$ cat src/hdl/mid_pkg.sv
// shared widths, codes and field encodings for the mips instruction decoder
package mid_pkg;

  localparam int unsigned WORD_W   = 32;
  localparam int unsigned MNEM_W   = 6;
  localparam int unsigned FORM_W   = 4;
  localparam int unsigned REG_W    = 5;
  localparam int unsigned SHAMT_W  = 5;
  localparam int unsigned IMM_W    = 16;
  localparam int unsigned TARGET_W = 26;
  localparam int unsigned STATUS_W = 2;
  localparam int unsigned CODE_W   = 6;

  typedef enum logic [MNEM_W-1:0] {
    MN_NOP, MN_SLL, MN_BGEZ, MN_SRL, MN_SRA, MN_SLLV, MN_SRLV, MN_SRAV,
    MN_JR, MN_JALR, MN_MOVZ, MN_MOVN, MN_SYSCALL, MN_BREAK, MN_SYNC, MN_MFHI,
    MN_MTHI, MN_MFLO, MN_MTLO, MN_MULT, MN_MULTU, MN_DIV, MN_ADD, MN_ADDU,
    MN_SUB, MN_SUBU, MN_AND, MN_OR, MN_XOR, MN_NOR, MN_SLT, MN_SLTU,
    MN_TGE, MN_TGEU, MN_TLT, MN_TLTU, MN_TEQ, MN_TNE, MN_J, MN_JAL,
    MN_BEQ, MN_BNE, MN_BLEZ, MN_BGTZ, MN_ADDI, MN_ADDIU, MN_SLTI, MN_SLTIU,
    MN_ANDI, MN_ORI, MN_XORI, MN_LUI, MN_DIVU, MN_MUL, MN_LB, MN_LH,
    MN_LWL, MN_LW, MN_SB, MN_SH, MN_SWL, MN_SW, MN_SWR, MN_SC
  } mnem_t;

  typedef enum logic [FORM_W-1:0] {
    FORM_NONE, FORM_RD_RT_SH, FORM_RS_IMM, FORM_RD_RS_RT, FORM_TARGET,
    FORM_RD, FORM_RS, FORM_RS_RT, FORM_RS_RT_IMM, FORM_RT_RS_IMM,
    FORM_RT_IMM, FORM_RT_IMM_RS, FORM_RD_RS
  } form_t;

  typedef enum logic [STATUS_W-1:0] {
    ST_OK         = 2'd0,
    ST_BAD_FUNCT  = 2'd1,
    ST_BAD_OPCODE = 2'd2
  } status_t;

  // funct codes under the special opcode
  localparam logic [CODE_W-1:0] FN_SLL     = 6'd0;
  localparam logic [CODE_W-1:0] FN_BGEZ    = 6'd1;
  localparam logic [CODE_W-1:0] FN_SRL     = 6'd2;
  localparam logic [CODE_W-1:0] FN_SRA     = 6'd3;
  localparam logic [CODE_W-1:0] FN_SLLV    = 6'd4;
  localparam logic [CODE_W-1:0] FN_SRLV    = 6'd6;
  localparam logic [CODE_W-1:0] FN_SRAV    = 6'd7;
  localparam logic [CODE_W-1:0] FN_JR      = 6'd8;
  localparam logic [CODE_W-1:0] FN_JALR    = 6'd9;
  localparam logic [CODE_W-1:0] FN_MOVZ    = 6'd10;
  localparam logic [CODE_W-1:0] FN_MOVN    = 6'd11;
  localparam logic [CODE_W-1:0] FN_SYSCALL = 6'd12;
  localparam logic [CODE_W-1:0] FN_BREAK   = 6'd13;
  localparam logic [CODE_W-1:0] FN_SYNC    = 6'd15;
  localparam logic [CODE_W-1:0] FN_MFHI    = 6'd16;
  localparam logic [CODE_W-1:0] FN_MTHI    = 6'd17;
  localparam logic [CODE_W-1:0] FN_MFLO    = 6'd18;
  localparam logic [CODE_W-1:0] FN_MTLO    = 6'd19;
  localparam logic [CODE_W-1:0] FN_MULT    = 6'd24;
  localparam logic [CODE_W-1:0] FN_MULTU   = 6'd25;
  localparam logic [CODE_W-1:0] FN_DIV     = 6'd26;
  localparam logic [CODE_W-1:0] FN_ADD     = 6'd32;
  localparam logic [CODE_W-1:0] FN_ADDU    = 6'd33;
  localparam logic [CODE_W-1:0] FN_SUB     = 6'd34;
  localparam logic [CODE_W-1:0] FN_SUBU    = 6'd35;
  localparam logic [CODE_W-1:0] FN_AND     = 6'd36;
  localparam logic [CODE_W-1:0] FN_OR      = 6'd37;
  localparam logic [CODE_W-1:0] FN_XOR     = 6'd38;
  localparam logic [CODE_W-1:0] FN_NOR     = 6'd39;
  localparam logic [CODE_W-1:0] FN_SLT     = 6'd42;
  localparam logic [CODE_W-1:0] FN_SLTU    = 6'd43;
  localparam logic [CODE_W-1:0] FN_TGE     = 6'd48;
  localparam logic [CODE_W-1:0] FN_TGEU    = 6'd49;
  localparam logic [CODE_W-1:0] FN_TLT     = 6'd50;
  localparam logic [CODE_W-1:0] FN_TLTU    = 6'd51;
  localparam logic [CODE_W-1:0] FN_TEQ     = 6'd52;
  localparam logic [CODE_W-1:0] FN_TNE     = 6'd54;

  // primary opcodes
  localparam logic [CODE_W-1:0] OP_SPECIAL = 6'd0;
  localparam logic [CODE_W-1:0] OP_J       = 6'd2;
  localparam logic [CODE_W-1:0] OP_JAL     = 6'd3;
  localparam logic [CODE_W-1:0] OP_BEQ     = 6'd4;
  localparam logic [CODE_W-1:0] OP_BNE     = 6'd5;
  localparam logic [CODE_W-1:0] OP_BLEZ    = 6'd6;
  localparam logic [CODE_W-1:0] OP_BGTZ    = 6'd7;
  localparam logic [CODE_W-1:0] OP_ADDI    = 6'd8;
  localparam logic [CODE_W-1:0] OP_ADDIU   = 6'd9;
  localparam logic [CODE_W-1:0] OP_SLTI    = 6'd10;
  localparam logic [CODE_W-1:0] OP_SLTIU   = 6'd11;
  localparam logic [CODE_W-1:0] OP_ANDI    = 6'd12;
  localparam logic [CODE_W-1:0] OP_ORI     = 6'd13;
  localparam logic [CODE_W-1:0] OP_XORI    = 6'd14;
  localparam logic [CODE_W-1:0] OP_LUI     = 6'd15;
  localparam logic [CODE_W-1:0] OP_DIVU    = 6'd27;
  localparam logic [CODE_W-1:0] OP_MUL     = 6'd28;
  localparam logic [CODE_W-1:0] OP_LB      = 6'd32;
  localparam logic [CODE_W-1:0] OP_LH      = 6'd33;
  localparam logic [CODE_W-1:0] OP_LWL     = 6'd34;
  localparam logic [CODE_W-1:0] OP_LW      = 6'd35;
  localparam logic [CODE_W-1:0] OP_SB      = 6'd40;
  localparam logic [CODE_W-1:0] OP_SH      = 6'd41;
  localparam logic [CODE_W-1:0] OP_SWL     = 6'd42;
  localparam logic [CODE_W-1:0] OP_SW      = 6'd43;
  localparam logic [CODE_W-1:0] OP_SWR     = 6'd46;
  localparam logic [CODE_W-1:0] OP_SC      = 6'd56;

endpackage

$ cat src/hdl/mid_if.sv
// valid/ready channel interfaces for instruction beats and decode result beats
interface mid_instr_if;
  logic                            valid;
  logic                            ready;
  logic [mid_pkg::WORD_W-1:0]      instruction_word;

  modport source (output valid, output instruction_word, input ready);
  modport sink (input valid, input instruction_word, output ready);
endinterface

interface mid_result_if;
  logic                            valid;
  logic                            ready;
  logic [mid_pkg::MNEM_W-1:0]      mnemonic;
  logic [mid_pkg::FORM_W-1:0]      operand_form;
  logic [mid_pkg::REG_W-1:0]       source_reg;
  logic [mid_pkg::REG_W-1:0]       target_reg;
  logic [mid_pkg::REG_W-1:0]       dest_reg;
  logic [mid_pkg::SHAMT_W-1:0]     shift_amount;
  logic signed [mid_pkg::IMM_W-1:0] immediate;
  logic [mid_pkg::TARGET_W-1:0]    jump_target;
  logic [mid_pkg::STATUS_W-1:0]    status;

  modport source (
    output valid, output mnemonic, output operand_form, output source_reg,
    output target_reg, output dest_reg, output shift_amount, output immediate,
    output jump_target, output status, input ready
  );
  modport sink (
    input valid, input mnemonic, input operand_form, input source_reg,
    input target_reg, input dest_reg, input shift_amount, input immediate,
    input jump_target, input status, output ready
  );
endinterface

$ cat src/hdl/mips_instruction_decoder.sv
// mips32 instruction decoder: word register, table decode, result register
// each instruction beat passes the word register, then the result register
// throughput: one instruction per cycle unless result stalls, set by the single decode pass
// between the word register and the result register
// while a result beat is stalled an empty word register takes one more beat, then input stalls
// reset (rst, synchronous): both stages empty, payload registers not cleared
module mips_instruction_decoder (
  input  logic                clk,
  input  logic                rst,
  mid_instr_if.sink           instr,
  mid_result_if.source        result
);

  logic                             word_valid;
  logic [mid_pkg::WORD_W-1:0]       word;
  logic                             res_valid;
  logic                             res_room;
  logic                             advance;

  logic [mid_pkg::CODE_W-1:0]       opcode;
  logic [mid_pkg::CODE_W-1:0]       funct;
  logic                             regs_zero;
  mid_pkg::mnem_t                   mnem_next;
  mid_pkg::form_t                   form_next;
  mid_pkg::status_t                 status_next;

  mid_pkg::mnem_t                   mnemonic;
  mid_pkg::form_t                   operand_form;
  mid_pkg::status_t                 status;
  logic [mid_pkg::REG_W-1:0]        source_reg;
  logic [mid_pkg::REG_W-1:0]        target_reg;
  logic [mid_pkg::REG_W-1:0]        dest_reg;
  logic [mid_pkg::SHAMT_W-1:0]      shift_amount;
  logic signed [mid_pkg::IMM_W-1:0] immediate;
  logic [mid_pkg::TARGET_W-1:0]     jump_target;

  assign res_room    = !res_valid || result.ready;
  assign advance     = word_valid && res_room;
  assign instr.ready = !word_valid || res_room;

  always_ff @(posedge clk) begin
    if (rst) begin
      word_valid <= 1'b0;
    end else if (instr.ready) begin
      word_valid <= instr.valid;
    end
  end

  always_ff @(posedge clk) begin
    if (instr.valid && instr.ready) begin
      word <= instr.instruction_word;
    end
  end

  assign opcode    = word[31:26];
  assign funct     = word[5:0];
  assign regs_zero = (word[25:11] == '0);

  always_comb begin
    mnem_next   = mid_pkg::MN_NOP;
    form_next   = mid_pkg::FORM_NONE;
    status_next = mid_pkg::ST_OK;
    if (opcode == mid_pkg::OP_SPECIAL) begin
      case (funct)
        mid_pkg::FN_SLL: begin
          if (!regs_zero) begin
            mnem_next = mid_pkg::MN_SLL;
            form_next = mid_pkg::FORM_RD_RT_SH;
          end
        end
        mid_pkg::FN_BGEZ: begin
          mnem_next = mid_pkg::MN_BGEZ;    form_next = mid_pkg::FORM_RS_IMM;
        end
        mid_pkg::FN_SRL: begin
          mnem_next = mid_pkg::MN_SRL;     form_next = mid_pkg::FORM_RD_RT_SH;
        end
        mid_pkg::FN_SRA: begin
          mnem_next = mid_pkg::MN_SRA;     form_next = mid_pkg::FORM_RD_RT_SH;
        end
        mid_pkg::FN_SLLV: begin
          mnem_next = mid_pkg::MN_SLLV;    form_next = mid_pkg::FORM_RD_RS_RT;
        end
        mid_pkg::FN_SRLV: begin
          mnem_next = mid_pkg::MN_SRLV;    form_next = mid_pkg::FORM_RD_RS_RT;
        end
        mid_pkg::FN_SRAV: begin
          mnem_next = mid_pkg::MN_SRAV;    form_next = mid_pkg::FORM_RD_RS_RT;
        end
        mid_pkg::FN_JR: begin
          mnem_next = mid_pkg::MN_JR;      form_next = mid_pkg::FORM_RS;
        end
        mid_pkg::FN_JALR: begin
          mnem_next = mid_pkg::MN_JALR;    form_next = mid_pkg::FORM_RD_RS;
        end
        mid_pkg::FN_MOVZ: begin
          mnem_next = mid_pkg::MN_MOVZ;    form_next = mid_pkg::FORM_RD_RS_RT;
        end
        mid_pkg::FN_MOVN: begin
          mnem_next = mid_pkg::MN_MOVN;    form_next = mid_pkg::FORM_RD_RS_RT;
        end
        mid_pkg::FN_SYSCALL: begin
          mnem_next = mid_pkg::MN_SYSCALL; form_next = mid_pkg::FORM_NONE;
        end
        mid_pkg::FN_BREAK: begin
          mnem_next = mid_pkg::MN_BREAK;   form_next = mid_pkg::FORM_NONE;
        end
        mid_pkg::FN_SYNC: begin
          mnem_next = mid_pkg::MN_SYNC;    form_next = mid_pkg::FORM_NONE;
        end
        mid_pkg::FN_MFHI: begin
          mnem_next = mid_pkg::MN_MFHI;    form_next = mid_pkg::FORM_RD;
        end
        mid_pkg::FN_MTHI: begin
          mnem_next = mid_pkg::MN_MTHI;    form_next = mid_pkg::FORM_RS;
        end
        mid_pkg::FN_MFLO: begin
          mnem_next = mid_pkg::MN_MFLO;    form_next = mid_pkg::FORM_RD;
        end
        mid_pkg::FN_MTLO: begin
          mnem_next = mid_pkg::MN_MTLO;    form_next = mid_pkg::FORM_RS;
        end
        mid_pkg::FN_MULT: begin
          mnem_next = mid_pkg::MN_MULT;    form_next = mid_pkg::FORM_RS_RT;
        end
        mid_pkg::FN_MULTU: begin
          mnem_next = mid_pkg::MN_MULTU;   form_next = mid_pkg::FORM_RS_RT;
        end
        mid_pkg::FN_DIV: begin
          mnem_next = mid_pkg::MN_DIV;     form_next = mid_pkg::FORM_RS_RT;
        end
        mid_pkg::FN_ADD: begin
          mnem_next = mid_pkg::MN_ADD;     form_next = mid_pkg::FORM_RD_RS_RT;
        end
        mid_pkg::FN_ADDU: begin
          mnem_next = mid_pkg::MN_ADDU;    form_next = mid_pkg::FORM_RD_RS_RT;
        end
        mid_pkg::FN_SUB: begin
          mnem_next = mid_pkg::MN_SUB;     form_next = mid_pkg::FORM_RD_RS_RT;
        end
        mid_pkg::FN_SUBU: begin
          mnem_next = mid_pkg::MN_SUBU;    form_next = mid_pkg::FORM_RD_RS_RT;
        end
        mid_pkg::FN_AND: begin
          mnem_next = mid_pkg::MN_AND;     form_next = mid_pkg::FORM_RD_RS_RT;
        end
        mid_pkg::FN_OR: begin
          mnem_next = mid_pkg::MN_OR;      form_next = mid_pkg::FORM_RD_RS_RT;
        end
        mid_pkg::FN_XOR: begin
          mnem_next = mid_pkg::MN_XOR;     form_next = mid_pkg::FORM_RD_RS_RT;
        end
        mid_pkg::FN_NOR: begin
          mnem_next = mid_pkg::MN_NOR;     form_next = mid_pkg::FORM_RD_RS_RT;
        end
        mid_pkg::FN_SLT: begin
          mnem_next = mid_pkg::MN_SLT;     form_next = mid_pkg::FORM_RD_RS_RT;
        end
        mid_pkg::FN_SLTU: begin
          mnem_next = mid_pkg::MN_SLTU;    form_next = mid_pkg::FORM_RD_RS_RT;
        end
        mid_pkg::FN_TGE: begin
          mnem_next = mid_pkg::MN_TGE;     form_next = mid_pkg::FORM_RS_RT;
        end
        mid_pkg::FN_TGEU: begin
          mnem_next = mid_pkg::MN_TGEU;    form_next = mid_pkg::FORM_RS_RT;
        end
        mid_pkg::FN_TLT: begin
          mnem_next = mid_pkg::MN_TLT;     form_next = mid_pkg::FORM_RS_RT;
        end
        mid_pkg::FN_TLTU: begin
          mnem_next = mid_pkg::MN_TLTU;    form_next = mid_pkg::FORM_RS_RT;
        end
        mid_pkg::FN_TEQ: begin
          mnem_next = mid_pkg::MN_TEQ;     form_next = mid_pkg::FORM_RS_RT;
        end
        mid_pkg::FN_TNE: begin
          mnem_next = mid_pkg::MN_TNE;     form_next = mid_pkg::FORM_RS_RT;
        end
        default: begin
          status_next = mid_pkg::ST_BAD_FUNCT;
        end
      endcase
    end else begin
      case (opcode)
        mid_pkg::OP_J: begin
          mnem_next = mid_pkg::MN_J;       form_next = mid_pkg::FORM_TARGET;
        end
        mid_pkg::OP_JAL: begin
          mnem_next = mid_pkg::MN_JAL;     form_next = mid_pkg::FORM_TARGET;
        end
        mid_pkg::OP_BEQ: begin
          mnem_next = mid_pkg::MN_BEQ;     form_next = mid_pkg::FORM_RS_RT_IMM;
        end
        mid_pkg::OP_BNE: begin
          mnem_next = mid_pkg::MN_BNE;     form_next = mid_pkg::FORM_RS_RT_IMM;
        end
        mid_pkg::OP_BLEZ: begin
          mnem_next = mid_pkg::MN_BLEZ;    form_next = mid_pkg::FORM_RS_IMM;
        end
        mid_pkg::OP_BGTZ: begin
          mnem_next = mid_pkg::MN_BGTZ;    form_next = mid_pkg::FORM_RS_IMM;
        end
        mid_pkg::OP_ADDI: begin
          mnem_next = mid_pkg::MN_ADDI;    form_next = mid_pkg::FORM_RT_RS_IMM;
        end
        mid_pkg::OP_ADDIU: begin
          mnem_next = mid_pkg::MN_ADDIU;   form_next = mid_pkg::FORM_RT_RS_IMM;
        end
        mid_pkg::OP_SLTI: begin
          mnem_next = mid_pkg::MN_SLTI;    form_next = mid_pkg::FORM_RT_RS_IMM;
        end
        mid_pkg::OP_SLTIU: begin
          mnem_next = mid_pkg::MN_SLTIU;   form_next = mid_pkg::FORM_RT_RS_IMM;
        end
        mid_pkg::OP_ANDI: begin
          mnem_next = mid_pkg::MN_ANDI;    form_next = mid_pkg::FORM_RT_RS_IMM;
        end
        mid_pkg::OP_ORI: begin
          mnem_next = mid_pkg::MN_ORI;     form_next = mid_pkg::FORM_RT_RS_IMM;
        end
        mid_pkg::OP_XORI: begin
          mnem_next = mid_pkg::MN_XORI;    form_next = mid_pkg::FORM_RT_RS_IMM;
        end
        mid_pkg::OP_LUI: begin
          mnem_next = mid_pkg::MN_LUI;     form_next = mid_pkg::FORM_RT_IMM;
        end
        mid_pkg::OP_DIVU: begin
          mnem_next = mid_pkg::MN_DIVU;    form_next = mid_pkg::FORM_RS_RT;
        end
        mid_pkg::OP_MUL: begin
          mnem_next = mid_pkg::MN_MUL;     form_next = mid_pkg::FORM_RD_RS_RT;
        end
        mid_pkg::OP_LB: begin
          mnem_next = mid_pkg::MN_LB;      form_next = mid_pkg::FORM_RT_IMM_RS;
        end
        mid_pkg::OP_LH: begin
          mnem_next = mid_pkg::MN_LH;      form_next = mid_pkg::FORM_RT_IMM_RS;
        end
        mid_pkg::OP_LWL: begin
          mnem_next = mid_pkg::MN_LWL;     form_next = mid_pkg::FORM_RT_IMM_RS;
        end
        mid_pkg::OP_LW: begin
          mnem_next = mid_pkg::MN_LW;      form_next = mid_pkg::FORM_RT_IMM_RS;
        end
        mid_pkg::OP_SB: begin
          mnem_next = mid_pkg::MN_SB;      form_next = mid_pkg::FORM_RT_IMM_RS;
        end
        mid_pkg::OP_SH: begin
          mnem_next = mid_pkg::MN_SH;      form_next = mid_pkg::FORM_RT_IMM_RS;
        end
        mid_pkg::OP_SWL: begin
          mnem_next = mid_pkg::MN_SWL;     form_next = mid_pkg::FORM_RT_IMM_RS;
        end
        mid_pkg::OP_SW: begin
          mnem_next = mid_pkg::MN_SW;      form_next = mid_pkg::FORM_RT_IMM_RS;
        end
        mid_pkg::OP_SWR: begin
          mnem_next = mid_pkg::MN_SWR;     form_next = mid_pkg::FORM_RT_IMM_RS;
        end
        mid_pkg::OP_SC: begin
          mnem_next = mid_pkg::MN_SC;      form_next = mid_pkg::FORM_RT_IMM_RS;
        end
        default: begin
          status_next = mid_pkg::ST_BAD_OPCODE;
        end
      endcase
    end
  end

  always_ff @(posedge clk) begin
    if (rst) begin
      res_valid <= 1'b0;
    end else if (res_room) begin
      res_valid <= word_valid;
    end
  end

  always_ff @(posedge clk) begin
    if (advance) begin
      mnemonic     <= mnem_next;
      operand_form <= form_next;
      status       <= status_next;
      source_reg   <= word[25:21];
      target_reg   <= word[20:16];
      dest_reg     <= word[15:11];
      shift_amount <= word[10:6];
      immediate    <= word[15:0];
      jump_target  <= word[25:0];
    end
  end

  assign result.valid        = res_valid;
  assign result.mnemonic     = mnemonic;
  assign result.operand_form = operand_form;
  assign result.status       = status;
  assign result.source_reg   = source_reg;
  assign result.target_reg   = target_reg;
  assign result.dest_reg     = dest_reg;
  assign result.shift_amount = shift_amount;
  assign result.immediate    = immediate;
  assign result.jump_target  = jump_target;

`ifndef SYNTH
  // failed decode reports no mnemonic and no form
  assert property (@(posedge clk) disable iff (rst)
    (res_valid && status != mid_pkg::ST_OK) |->
      (mnemonic == mid_pkg::MN_NOP && operand_form == mid_pkg::FORM_NONE))
    else $error("failed decode carries a mnemonic or form");

  // nop only for the all-zero register fields
  assert property (@(posedge clk) disable iff (rst)
    (res_valid && status == mid_pkg::ST_OK && mnemonic == mid_pkg::MN_NOP) |->
      (source_reg == '0 && target_reg == '0 && dest_reg == '0))
    else $error("nop decoded with nonzero register fields");

  // an accepted instruction beat always lands in the word register
  assert property (@(posedge clk) disable iff (rst)
    (instr.valid && instr.ready) |=> word_valid)
    else $error("instruction beat lost");

  // both stages full and the result stalled: no new beat taken
  assert property (@(posedge clk) disable iff (rst)
    (word_valid && res_valid && !result.ready) |-> !instr.ready)
    else $error("instruction beat taken with no room");

  // a held word moves on once the result stage has room
  assert property (@(posedge clk) disable iff (rst)
    (word_valid && res_room) |=> res_valid)
    else $error("decoded word did not reach result register");
`endif

endmodule
$ cat src/flat_wrapper.sv
// flat-port wrapper written by rule: the top's interface ports become plain ports
module mips_instruction_decoder_flat 
  (clk, rst, instr_valid, instr_instruction_word, instr_ready, result_valid, result_mnemonic, result_operand_form, result_source_reg, result_target_reg, result_dest_reg, result_shift_amount, result_immediate, result_jump_target, result_status, result_ready);
  mid_instr_if instr_i ();
  mid_result_if result_i ();
  input  logic clk;
  input  logic rst;
  input wire logic [$bits(instr_i.valid)-1:0] instr_valid;
  input wire logic [$bits(instr_i.instruction_word)-1:0] instr_instruction_word;
  output wire logic [$bits(instr_i.ready)-1:0] instr_ready;
  output wire logic [$bits(result_i.valid)-1:0] result_valid;
  output wire logic [$bits(result_i.mnemonic)-1:0] result_mnemonic;
  output wire logic [$bits(result_i.operand_form)-1:0] result_operand_form;
  output wire logic [$bits(result_i.source_reg)-1:0] result_source_reg;
  output wire logic [$bits(result_i.target_reg)-1:0] result_target_reg;
  output wire logic [$bits(result_i.dest_reg)-1:0] result_dest_reg;
  output wire logic [$bits(result_i.shift_amount)-1:0] result_shift_amount;
  output wire logic [$bits(result_i.immediate)-1:0] result_immediate;
  output wire logic [$bits(result_i.jump_target)-1:0] result_jump_target;
  output wire logic [$bits(result_i.status)-1:0] result_status;
  input wire logic [$bits(result_i.ready)-1:0] result_ready;
  assign instr_i.valid = instr_valid;
  assign instr_i.instruction_word = instr_instruction_word;
  assign instr_ready = instr_i.ready;
  assign result_valid = result_i.valid;
  assign result_mnemonic = result_i.mnemonic;
  assign result_operand_form = result_i.operand_form;
  assign result_source_reg = result_i.source_reg;
  assign result_target_reg = result_i.target_reg;
  assign result_dest_reg = result_i.dest_reg;
  assign result_shift_amount = result_i.shift_amount;
  assign result_immediate = result_i.immediate;
  assign result_jump_target = result_i.jump_target;
  assign result_status = result_i.status;
  assign result_i.ready = result_ready;
  mips_instruction_decoder u_core (.clk(clk), .rst(rst), .instr(instr_i), .result(result_i));
endmodule
$ cat config.mk
export PLATFORM = sky130hd
export DESIGN_NAME = mips_instruction_decoder_flat
export DESIGN_NICKNAME = d
export VERILOG_FILES = /design/src/hdl/mid_pkg.sv /design/src/hdl/mid_if.sv /design/src/hdl/mips_instruction_decoder.sv /design/src/flat_wrapper.sv
export SDC_FILE = /design/constraint.sdc
export NUM_CORES = 1
export LEC_CHECK = 0
export BUFFER_PORTS_ARGS = -buffer_cell sky130_fd_sc_hd__buf_2
export CORE_MARGIN = 2
export CORE_UTILIZATION = 40
export DETAILED_ROUTE_END_ITERATION = 16
export SLEW_MARGIN = 10
export SYNTH_ARGS = -nofsm -noshare
export SYNTH_HDL_FRONTEND = slang
export SYNTH_SLANG_ARGS = --single-unit
$ cat constraint.sdc
create_clock -name clk -period 4.9 [get_ports clk]
set_clock_uncertainty 0.05 [all_clocks]
set_input_delay 0.49 -clock clk [delete_from_list [all_inputs] [get_ports clk]]
set_output_delay 0.49 -clock clk [all_outputs]
set_load 0.005 [all_outputs]
==> results.toml <==
[outcome]
outcome = "finished, final reports clean"

[die]
io_pins = 112
core_region_area_um2 = 9110
dieArea_um2 = 10100
fp.dieH_um = 100
std_cell_rows = 35
initial_core_util = 0.408
die_w_um = 100

[power_and_ir_drop]
swShare = 0.248
max-vdd-ir-drop_mv = 0.160
p_sw_mw = 0.334
clock_power_share = 0.334
power_density_nw_per_um2 = 320
p_total_mw = 1.35
p_int_mw = 1.01
p_leak_nw = 1.60
p_comb_frac = 0.103
pwr-share-seq = 0.563

[critical_path]
arrival_ns = 2.47
crit_type = "reg -> reg"
crit_start = "u_core.word[3]$_DFFE_PP_"
r2r_end = "u_core.result.operand_form[0]$_DFFE_PP_"
reg2reg_from = "u_core.word[3]$_DFFE_PP_"
cp_max_fo = 31
critPathRequiredTime_ns = 4.94
r2r_cells = 5
cp-start-kind = "register"
cp-endpoint = "u_core.result.operand_form[0]$_DFFE_PP_"
worstSetupEndpointType = "register"
regToRegSetupSlack_ns = 2.47

[yosys]
ys_warn_count = 0
synth_edf_count = 70
synthFlopType = "edfxtp_1"
ys_types = 54
ys_ff_latch = 72
synth_fp_nets = 364
synthArstFlopShare = 0
syn_area_um2 = 3720
syn_area_per_cell_um2 = 11.3
syn_inst = 328
ys_seq_area_frac = 0.576

[drt]
met2WireLength_mm = 3.60
vias_per_cell = 5.41
drt-total-wl_mm = 7.95
met1_length_mm = 3.65
drc = 0
routed.top_layer = "met4"
met3_length_um = 535
ant_nets = 0
drtIter0Drc = 307
dr.pass1.iters = 8
wl_per_cell_um = 15.7
routed-via-count = 2743

[placed_design]
io_buffers = 111
place_hpwl_mm = 5.43
routabilityCongestion = 0.861

[run]
maxCapViolations = 0

[cells_and_area]
top_register = "u_core.word"
fin_nets = 428
antenna_cells = 0
layout-drive-gt1-share = 0.336
largest_register_ff_count = 32
biggestRegsByFlops = "u_core.word (32), u_core.result.jump_target (25), u_core.result.mnemonic (6)"
area_delta_synth_final_pct = 13.0

[sta]
fin_crit_ns = 2.43
finalSetupViolCount = 0
rsz0062_at_grt = "no"
max_freq_ghz = 0.412
slew_headroom = 0.273
hold_violations = 0
tightest_slew_ns = 1.09
period_share = 0.496
slew_violations = 0
tns_ns = 0

[clock_network]
cts_root_buffer = "clkbuf_8"
h-tree-depth = 3
max-clock-path-buffers = 2
cts.repair.resized = 0
clock-sinks = 72
numCtsBuffers = 9
clk_latency_ns = 0.34
tritoncts = "yes"
hold_buffers = 0
cts_setup_buffers = 0
clkTransAtPathRegs_ns = 0.07

[global_routing]
antenna_found_initial = 0
grt_pass1_vias = 2513
gr-usage-all-layers = 0.163
grt_max_degree = 39
grt_overflow = 0
grt_pass1_wl_mm = 12.8

[worst_hold_path]
hold_path.class = "in -> reg"
per-stage QoR:
step / instance area, um^2 / hold slack (ns) / util / setup WS [ns] / cells
2_1_floorplan: 3720 / 0.350 / - / 2.14 / 328
3_3_place_gp: 4020 / 0.351 / 0.441 / 2.64 / 492
6_report: 4200 / 0.264 / 0.461 / 2.47 / 507
5_1_grt: 4200 / 0.248 / 0.461 / 2.32 / 507
4_1_cts: 4200 / 0.251 / 0.461 / 2.53 / 507
3_5_place_dp: 4020 / 0.356 / 0.441 / 2.54 / 492
cells in the mapped netlist (2+ instances only):
cell type / count / area share
edfxtp_1: 70 / 0.57
buf_4: 39 / 0.079
nor2_1: 35 / 0.035
a21oi_1: 19 / 0.026
o21ai_0: 18 / 0.024
buf_2: 11 / 0.015
nand2_1: 11 / 0.011
a31oi_1: 9 / 0.015
nor2b_1: 9 / 0.015
inv_1: 8 / 0.0081
nand2b_1: 7 / 0.012
nand3_1: 7 / 0.0094
nor3b_1: 7 / 0.014
nor3_1: 6 / 0.0081
clkbuf_1: 5 / 0.0050
a221o_1: 4 / 0.011
buf_6: 4 / 0.012
nor4_1: 4 / 0.0067
o211ai_1: 4 / 0.0081
a22oi_1: 3 / 0.0061
and3_1: 3 / 0.0050
nand4_1: 3 / 0.0050
o221ai_1: 3 / 0.0071
o22ai_1: 3 / 0.0050
xnor2_1: 3 / 0.0071
a311oi_1: 2 / 0.0047
a31o_2: 2 / 0.0047
dfxtp_1: 2 / 0.011
mux2i_1: 2 / 0.0054
critical path: stages (launching register included):
cell	delay, ns
edfxtp_1	0.95
nor2b_1	0.26
a21oi_1	0.23
nor2_1	0.07
o221a_2	0.29
a221o_1	0.33
power groups by stage:
| stage | sequential, mW | combinational, mW | clock [mW] |
|---|---|---|---|
| finish | 0.757 | 0.139 | 0.450 |
| global route | 0.764 | 0.156 | 0.487 |
| CTS | 0.757 | 0.139 | 0.462 |
| detailed placement | 0.770 | 0.138 | 0 |
| global placement | 0.769 | 0.137 | 0 |
| floorplan | 0.746 | 0.119 | 0 |
routing by layer:
metal  GRT usage  vias up
met1       0.233     1274
met5           0        -
met2       0.241      138
met3      0.0299       13
met4      0.0727        0
li1            -     1318
logic make-up after synthesis:
logic type,Yosys count,share of synthesized area
and+or+nand+nor,99,0.137
AOI/OAI and AO/OA,83,0.150
DFF,72,0.576
buffers and inverters,67,0.119
xor gates and xnor gates,4,0.00943
muxes,3,0.00841
layout make-up:
| class | instances | area, um^2 |
|---|---|---|
| Fill cell | 889 | 4910 |
| Sequential cell | 72 | 2140 |
| Multi-Input combinational cell | 189 | 1140 |
| Timing Repair Buffer | 112 | 563 |
| Tap cell | 111 | 139 |
| Clock buffer | 9 | 124 |
| Clock inverter | 6 | 61.3 |
| Inverter | 8 | 30.0 |
cells in the final DEF (no fill, tap or decap), types with 2 or more instances in the layout:
master and instances:
a21oi_1 19, a221o_1 4, a22oi_1 3, a311oi_1 2
a31o_2 2, a31oi_1 9, and3_1 3, buf_2 111
clkbuf_8 9, clkinv_2 2, clkinv_4 2, dfxtp_1 2
edfxtp_1 70, inv_1 8, mux2i_1 2, nand2_1 11
nand2b_1 7, nand3_1 7, nand4_1 3, nor2_1 35
nor2b_1 8, nor3_1 6, nor3b_1 7, nor4_1 4
o211ai_1 4, o21ai_0 18, o221ai_1 3, o22ai_1 3
xnor2_1 3
worst min-delay path by stage:
stage                                    start                                 endpoint  depth (start not counted)
finish                                     rst           u_core.word_valid$_SDFFE_PP0N_                          2
global route        instr_instruction_word[17]                u_core.word[17]$_DFFE_PP_                          1
CTS                 instr_instruction_word[25]                u_core.word[25]$_DFFE_PP_                          1
detailed placement   u_core.word[10]$_DFFE_PP_  u_core.result.jump_target[10]$_DFFE_PP_                          0
global placement     u_core.word[10]$_DFFE_PP_  u_core.result.jump_target[10]$_DFFE_PP_                          0
floorplan            u_core.word[10]$_DFFE_PP_  u_core.result.jump_target[10]$_DFFE_PP_                          0
(Power assumes the default switching activity.)
